### config.mk
export PLATFORM = sky130hd
export DESIGN_NAME = mm3_ctrl
export DESIGN_NICKNAME = d
export VERILOG_FILES = /design/src/sv/mm3_pkg.sv /design/src/sv/mm3_ctrl.sv
export SDC_FILE = /design/constraint.sdc
export NUM_CORES = 1
export LEC_CHECK = 0
export BUFFER_PORTS_ARGS = -buffer_cell sky130_fd_sc_hd__buf_2
export CAP_MARGIN = 20
export CORE_AREA = 5 5 51 97
export DETAILED_ROUTE_END_ITERATION = 12
export DIE_AREA = 0 0 56 102
export GPL_ROUTABILITY_DRIVEN = 0
export MAX_ROUTING_LAYER = met4
export PLACE_DENSITY = 0.57
export SYNTH_ARGS = -nofsm -noshare
export SYNTH_HDL_FRONTEND = slang
export SYNTH_SLANG_ARGS = --single-unit
### constraint.sdc
create_clock -name clk -period 3.4 [get_ports clk]
set_clock_uncertainty 0.1 [all_clocks]
set_input_delay 0.68 -clock clk [delete_from_list [all_inputs] [get_ports clk]]
set_output_delay 0.68 -clock clk [all_outputs]
set_load 0.1 [all_outputs]
### src/sv/mm3_pkg.sv
// shared types, constants and helpers for the streaming murmur3 x64 hash
// used by mm3_ctrl, mm3_datapath and murmur3_64bit_stream_hash
// no dependencies
package mm3_pkg;

    // mixing and finalisation constants
    localparam logic [63:0] MIX_C1    = 64'h87c3_7b91_1142_53d5;
    localparam logic [63:0] MIX_C2    = 64'h4cf5_ad43_2745_937f;
    localparam logic [63:0] LANE1_ADD = 64'h0000_0000_52dc_e729;
    localparam logic [63:0] LANE2_ADD = 64'h0000_0000_3849_5ab5;
    localparam logic [63:0] FMIX_M1   = 64'hff51_afd7_ed55_8ccd;
    localparam logic [63:0] FMIX_M2   = 64'hc4ce_b9fe_1a85_ec53;
    localparam logic [31:0] SEED_RESET = 32'hBEEF_CAFE;

    // bytes in one full block
    localparam logic [63:0] BLOCK_BYTES = 64'd16;
    // bytes in the low word; a count above this leaves valid bytes in the high word
    localparam logic [4:0] LOW_WORD_BYTES = 5'd8;

    // 64x64 low product built from three 32x32 partial products
    localparam logic [1:0] MUL_LAST = 2'd2;

    typedef enum logic [3:0] {
        OP_NOP,
        OP_SEED,
        OP_LOAD,
        OP_KM,
        OP_KROT,
        OP_HA,
        OP_HB,
        OP_HX,
        OP_KHI,
        OP_FINA,
        OP_FINB,
        OP_FLD,
        OP_FXS,
        OP_FST,
        OP_OUT
    } dp_op_t;

    typedef enum logic [1:0] {
        MC_C1,
        MC_C2,
        MC_M1,
        MC_M2
    } mul_const_t;

    typedef struct packed {
        dp_op_t     op;
        logic       lane;
        logic [1:0] mul_step;
        mul_const_t mul_const;
    } dp_cmd_t;

    typedef struct packed {
        logic body;
        logic is_final;
        logic has_low;
        logic has_high;
        logic out_free;
    } dp_sts_t;

    function automatic logic [63:0] mul_const_value(input mul_const_t sel);
        logic [63:0] v;
        case (sel)
            MC_C1:   v = MIX_C1;
            MC_C2:   v = MIX_C2;
            MC_M1:   v = FMIX_M1;
            MC_M2:   v = FMIX_M2;
            default: v = MIX_C1;
        endcase
        return v;
    endfunction

endpackage

### src/sv/mm3_ctrl.sv
// controller of the streaming murmur3 hash: one-hot sequencer that walks the
// body mix, tail mix and finalisation and issues datapath commands
// depends on mm3_pkg
module mm3_ctrl
    import mm3_pkg::*;
(
    input  logic    clk,
    input  logic    rst_n,
    input  logic    seed_valid,
    output logic    seed_ready,
    input  logic    block_valid,
    output logic    block_stall,
    input  dp_sts_t sts,
    output dp_cmd_t cmd
);

    typedef enum logic [17:0] {
        S_IDLE     = 18'h00001,
        S_DISPATCH = 18'h00002,
        S_KM1      = 18'h00004,
        S_KROT     = 18'h00008,
        S_KM2      = 18'h00010,
        S_HA       = 18'h00020,
        S_HB       = 18'h00040,
        S_HX       = 18'h00080,
        S_KHI      = 18'h00100,
        S_FINA     = 18'h00200,
        S_FINB     = 18'h00400,
        S_FLD      = 18'h00800,
        S_FX1      = 18'h01000,
        S_FM1      = 18'h02000,
        S_FX2      = 18'h04000,
        S_FM2      = 18'h08000,
        S_FST      = 18'h10000,
        S_OUT      = 18'h20000
    } ctrl_state_t;

    ctrl_state_t state_reg, state_next;
    logic        lane_reg, lane_next;
    logic [1:0]  mul_step_reg, mul_step_next;
    logic        idle;
    logic        mul_done;

    assign idle        = (state_reg == S_IDLE);
    assign seed_ready  = idle;
    assign block_stall = !idle || seed_valid;
    assign mul_done    = (mul_step_reg == MUL_LAST);

    always_comb
    begin
        state_next    = state_reg;
        lane_next     = lane_reg;
        mul_step_next = mul_step_reg;
        cmd.op        = OP_NOP;
        cmd.lane      = lane_reg;
        cmd.mul_step  = mul_step_reg;
        cmd.mul_const = MC_C1;

        case (state_reg)
            S_IDLE:
            begin
                if (seed_valid)
                begin
                    cmd.op = OP_SEED;
                end
                else if (block_valid)
                begin
                    cmd.op     = OP_LOAD;
                    state_next = S_DISPATCH;
                end
            end
            S_DISPATCH:
            begin
                lane_next  = 1'b0;
                state_next = (sts.body || sts.has_low) ? S_KM1 : S_FINA;
            end
            S_KM1:
            begin
                cmd.op        = OP_KM;
                cmd.mul_const = lane_reg ? MC_C2 : MC_C1;
                mul_step_next = mul_done ? 2'd0 : mul_step_reg + 2'd1;
                if (mul_done)
                begin
                    state_next = S_KROT;
                end
            end
            S_KROT:
            begin
                cmd.op     = OP_KROT;
                state_next = S_KM2;
            end
            S_KM2:
            begin
                cmd.op        = OP_KM;
                cmd.mul_const = lane_reg ? MC_C1 : MC_C2;
                mul_step_next = mul_done ? 2'd0 : mul_step_reg + 2'd1;
                if (mul_done)
                begin
                    state_next = sts.body ? S_HA : S_HX;
                end
            end
            S_HA:
            begin
                cmd.op     = OP_HA;
                state_next = S_HB;
            end
            S_HB:
            begin
                cmd.op = OP_HB;
                if (!lane_reg)
                begin
                    state_next = S_KHI;
                end
                else
                begin
                    state_next = sts.is_final ? S_FINA : S_IDLE;
                end
            end
            S_HX:
            begin
                cmd.op     = OP_HX;
                state_next = (!lane_reg && sts.has_high) ? S_KHI : S_FINA;
            end
            S_KHI:
            begin
                cmd.op     = OP_KHI;
                lane_next  = 1'b1;
                state_next = S_KM1;
            end
            S_FINA:
            begin
                cmd.op     = OP_FINA;
                state_next = S_FINB;
            end
            S_FINB:
            begin
                cmd.op     = OP_FINB;
                lane_next  = 1'b0;
                state_next = S_FLD;
            end
            S_FLD:
            begin
                cmd.op     = OP_FLD;
                state_next = S_FX1;
            end
            S_FX1:
            begin
                cmd.op     = OP_FXS;
                state_next = S_FM1;
            end
            S_FM1:
            begin
                cmd.op        = OP_KM;
                cmd.mul_const = MC_M1;
                mul_step_next = mul_done ? 2'd0 : mul_step_reg + 2'd1;
                if (mul_done)
                begin
                    state_next = S_FX2;
                end
            end
            S_FX2:
            begin
                cmd.op     = OP_FXS;
                state_next = S_FM2;
            end
            S_FM2:
            begin
                cmd.op        = OP_KM;
                cmd.mul_const = MC_M2;
                mul_step_next = mul_done ? 2'd0 : mul_step_reg + 2'd1;
                if (mul_done)
                begin
                    state_next = S_FST;
                end
            end
            S_FST:
            begin
                cmd.op = OP_FST;
                if (!lane_reg)
                begin
                    lane_next  = 1'b1;
                    state_next = S_FLD;
                end
                else
                begin
                    state_next = S_OUT;
                end
            end
            S_OUT:
            begin
                if (sts.out_free)
                begin
                    cmd.op     = OP_OUT;
                    state_next = S_IDLE;
                end
            end
            default:
            begin
                state_next = S_IDLE;
            end
        endcase
    end

    always_ff @(posedge clk or negedge rst_n)
    begin
        if (!rst_n)
        begin
            state_reg    <= S_IDLE;
            lane_reg     <= 1'b0;
            mul_step_reg <= 2'd0;
        end
        else
        begin
            state_reg    <= state_next;
            lane_reg     <= lane_next;
            mul_step_reg <= mul_step_next;
        end
    end

    // an accepted block is always dispatched next
    a_accept_dispatch: assert property (@(posedge clk) disable iff (!rst_n)
        (block_valid && !block_stall) |=> (state_reg == S_DISPATCH))
        else $error("accepted block not dispatched");

    // partial product counter is parked whenever no multiply runs
    a_step_parked: assert property (@(posedge clk) disable iff (!rst_n)
        (cmd.op != OP_KM) |-> (mul_step_reg == 2'd0))
        else $error("multiply step counter left running");

    // seed write and block transfer never coincide
    a_cfg_vs_block: assert property (@(posedge clk) disable iff (!rst_n)
        (seed_valid && seed_ready) |-> block_stall)
        else $error("seed write alongside block transfer");

endmodule

== Word-level counts from Yosys, hierarchy flattened ==
Index checks and enable logic that the tools add are counted.
Operators by class
  add/subtract/negate cells: 1
  muxes and demuxes: 23
  equal/unequal tests: 26
  reductions and logical operators: 11
Operators by type and width (count)
  $pmux 18 s18: 1
  $mux 18: 8
  $pmux 4 s13: 1
  $mux 10: 4
  $eq 18x1->1 const B: 1
  $eq 18x10->1 const B: 1
  $eq 18x11->1 const B: 1
  $eq 18x12->1 const B: 1
  $eq 18x13->1 const B: 1
  $eq 18x14->1 const B: 1
  $eq 18x15->1 const B: 1
  $eq 18x16->1 const B: 1
  $eq 18x17->1 const B: 1
  $eq 18x18->1 const B: 1
  $eq 18x2->1 const B: 1
  $eq 18x3->1 const B: 1
  $eq 18x4->1 const B: 1
  $eq 18x5->1 const B: 1
  $eq 18x6->1 const B: 1
  $eq 18x7->1 const B: 1
  $eq 18x8->1 const B: 1
  $eq 18x9->1 const B: 1
  $ne 2x2->1 const B: 7
  $mux 8: 1
  14 further kinds: 21
Storage, ports and cells
  logic and storage cells: 64
  input port bits: 9
  register bits after elaboration: 21
  output and inout bits: 11

== Longest topological paths before layout ==
  depth after elaboration: 4
  mapped depth: 7
  gate-level depth less buffers: 5

== Worst setup path after synthesis ==
No wires, ideal clock.
  path type: register to output
  start: register state_reg[13]
  end: output block_stall
  required time: 2620 ps
  buffers on the path: 1
  stages on the path, launching flop included: 6
  arrival: 4866 ps
  setup slack: -2246 ps
  path through: dfrtp_1 > buf_2 > nor4_4 > nand4_1 > nor3b_1 > nand2b_1
On the way
  cells in the longest elaborated chain, start to end: 3
Ends and longest elaborated chain
  start, declared: line mm3_ctrl.sv:38  | ctrl_state_t state_reg, state_next;
  start signal, assigned: line mm3_ctrl.sv:214  | state_reg <= state_next;
  $eq 18x1->1: line mm3_ctrl.sv:44  | assign idle = (state_reg == S_IDLE);
  via seed_ready: line mm3_ctrl.sv:10  | output logic seed_ready,
  $logic_not 1->1: line mm3_ctrl.sv:46  | assign block_stall = !idle || seed_valid;
  $logic_or 1x1->1: line mm3_ctrl.sv:46
  end, declared: line mm3_ctrl.sv:12  | output logic block_stall,
The timed path passes the listed nets, and every way through them passes these cells.

==> metrics.yaml <==
status: "finished clean"
cts_buffer_depth: 2
crit_type: "reg -> out"
clock_latency_ps: 260
finalSetupViolations: 0
gr-usage-all-layers_pct: 13.8
syn_area_sq_um: 1380
worstPathRequired_ps: 2620
wl_per_cell_um: 17.1
rsz0062_at_grt: "false"
grt.overflow.total: 0
cts_max_level: 1
ant_nets: 0
post_cts.repair.setup_buffers: 0
critPathBufInv: 2
synth_edf_count: 0
critPathMaxStageDelay_ps: 500
postSynthCellCount: 143
largest_reg_flops: 18
dieArea_sq_um: 5710
first_pass_iters: 4
cts.sinks: 21
cp_cell_sequence: "nor4_4 > nand4_1 > buf_4 > nor4_1 > nor4_1 > nand3_1 > buf_12"
ys_top_cells_by_area: "dfrtp_1 (36%), nor4_4 (4.6%), nor4_1 (4.5%)"
min_period_ps: 3230
fmax_mhz: 310
synth_seq_cells: 21
maxCapViolCount: 0
leakagePower_nw: 0.719
cts_tree: "done"
ir_drop_mv: 0.747
synth_ff_type: "dfrtp_1"
async_flop_share_pct: 100
syn2layout_area_growth_pct: 17.1
netlist.area_leader.share_pct: 36.2
dr_total_vias: 1219
finalWorstSetupSlack_ps: 173
grt_antenna_before_repair: 0
power.density_nw_per_um2: 690
seq_area_frac_synth_pct: 38.1
dpl.hpwl_um: 2860
initial_core_util_pct: 33.8
worstMarginPinSlew_ps: 514
synthesis.nets: 152
fp.dieW_um: 56
vias_per_cell: 5.70
fp-row-count: 33
fillers: 405
path_clk_slew_ps: 80
drive_gt1_share_pct: 24.1
yosys-top-cells-count: "dfrtp_1 (20), nor2_1 (13), nor4_1 (10), nand2b_1 (8), nand4_1 (8)"
wirelength_um: 3660
yosys_warnings: 0
cts_root_buf: "clkbuf_8"
cp_slowest_cell: "nor4_4"
synth.most_common_cell: "dfrtp_1"
cp_max_fo: 8
yosysTopAreaCell: "dfrtp_1"
drcViolationCount: 0
cts_resized: 0
cts-buffers-inserted: 3
grt_pass1_vias: 1267
seq_area_sq_um: 527
die_h_um: 102
pre_cts_slack_ps: 411
grt_max_degree: 22
ios: 20
slew_headroom_pct: 65.7
crit_arrival_ps: 2450
antennaDiodeCount: 0
rrSetupSlack_ps: 920
power_mw: 1.12
grt_pass1_wl_um: 5990
final_max_slew_viol_count: 0
core_sq_um: 4090
endpoint_kind: "primary output"
port_buffers: 19
nets: 172
multi_input_area_sq_um: 842
drt_iter0_markers: 45
synth.avg_cell_area_sq_um: 9.66
period_share_pct: 94.9
crit_top_cell: "nor4_1"
crit_family: "simple AND/OR/NAND/NOR gates"
synth_cell_types: 45
hold_viol_final: 0
start_kind: "flip-flop"
cts_hold_buf: 0
holdCritPathClass: "in -> async"
## cells in the final DEF (no fill, tap or decap), types with 2 or more instances in the layout
cell type and instances:
a21o_1 3, a21oi_1 4, buf_2 16, buf_4 2, clkbuf_4 2, clkbuf_8 3, dfrtp_1 20, inv_1 2
nand2_1 3, nand2b_1 8, nand3_1 3, nand3b_1 4, nand4_1 8, nor2_1 13, nor2b_1 5, nor3_1 7
nor3b_1 2, nor4_1 9, nor4_4 4, nor4b_1 5, o22ai_1 3, or3_1 4, xnor2_1 5, xor2_1 2
## worst paths after layout
path | startpoint | endpoint | cells past startpoint
worst max-delay path | state_reg[15]$_DFFE_PN0P_ | cmd[5] | 7
worst min-delay path | rst_n | state_reg[5]$_DFFE_PN0P_ | 1
worst max register to register | state_reg[15]$_DFFE_PN0P_ | state_reg[9]$_DFFE_PN0P_ | 5
worst min register to register | mul_step_reg[1]$_DFFE_PN0P_ | mul_step_reg[1]$_DFFE_PN0P_ | 1
max in group asynchronous | rst_n | state_reg[0]$_DFFE_PN1P_ | 1
min in group clk | mul_step_reg[1]$_DFFE_PN0P_ | mul_step_reg[1]$_DFFE_PN0P_ | 1
## where the power goes
group	internal (mW)	switching (mW)	total [mW]
Clock	0.0818	0.0884	0.170
Combinational	0.187	0.442	0.629
Sequential	0.277	0.0407	0.317
## cells by family (layout without fill, tap and decap cells)
group	after synthesis	in the layout	synth area share, %
compound gates	21	21	11.4
buf+inv	8	27	3.08
flops	21	21	38.1
mux	3	3	2.35
simple gates	83	83	40.6
xor+xnor	7	7	4.44
## layer usage
metal / share of wire, % / global-route usage [%] / vias to the layer above / wire length [um]
li1: - / - / 583 / -
met1: 37 / 14.7 / 589 / 1370
met2: 54 / 24.7 / 39 / 1980
met3: 5.2 / 1.90 / 8 / 191
met4: 3.2 / 6.76 / 0 / 117
met5: 0 / - / - / 0
## final cells by class
type	count	area share [%]
flip-flops and latches	21	32.6
clock buffers	3	2.55
repair buffers	21	8.04
clock inverters	1	0.309
inverters	2	0.464
well taps	52	4.02
multi-input cells	114	52.0
## metrics by stage
| step | instances | setup TNS (ps) | util (%) | area, sq um | hold WS (ps) |
|---|---|---|---|---|---|
| detailed placement | 210 | 0 | 38.1 | 1560 | 420 |
| floorplan | 143 | -791 | - | 1400 | 284 |
| global placement | 210 | 0 | 38.1 | 1560 | 404 |
| finish | 214 | 0 | 39.6 | 1620 | 278 |
| CTS | 214 | 0 | 39.2 | 1600 | 288 |
| global route | 214 | 0 | 39.6 | 1620 | 316 |
No activity file was read; power rests on OpenSTA's default activity.
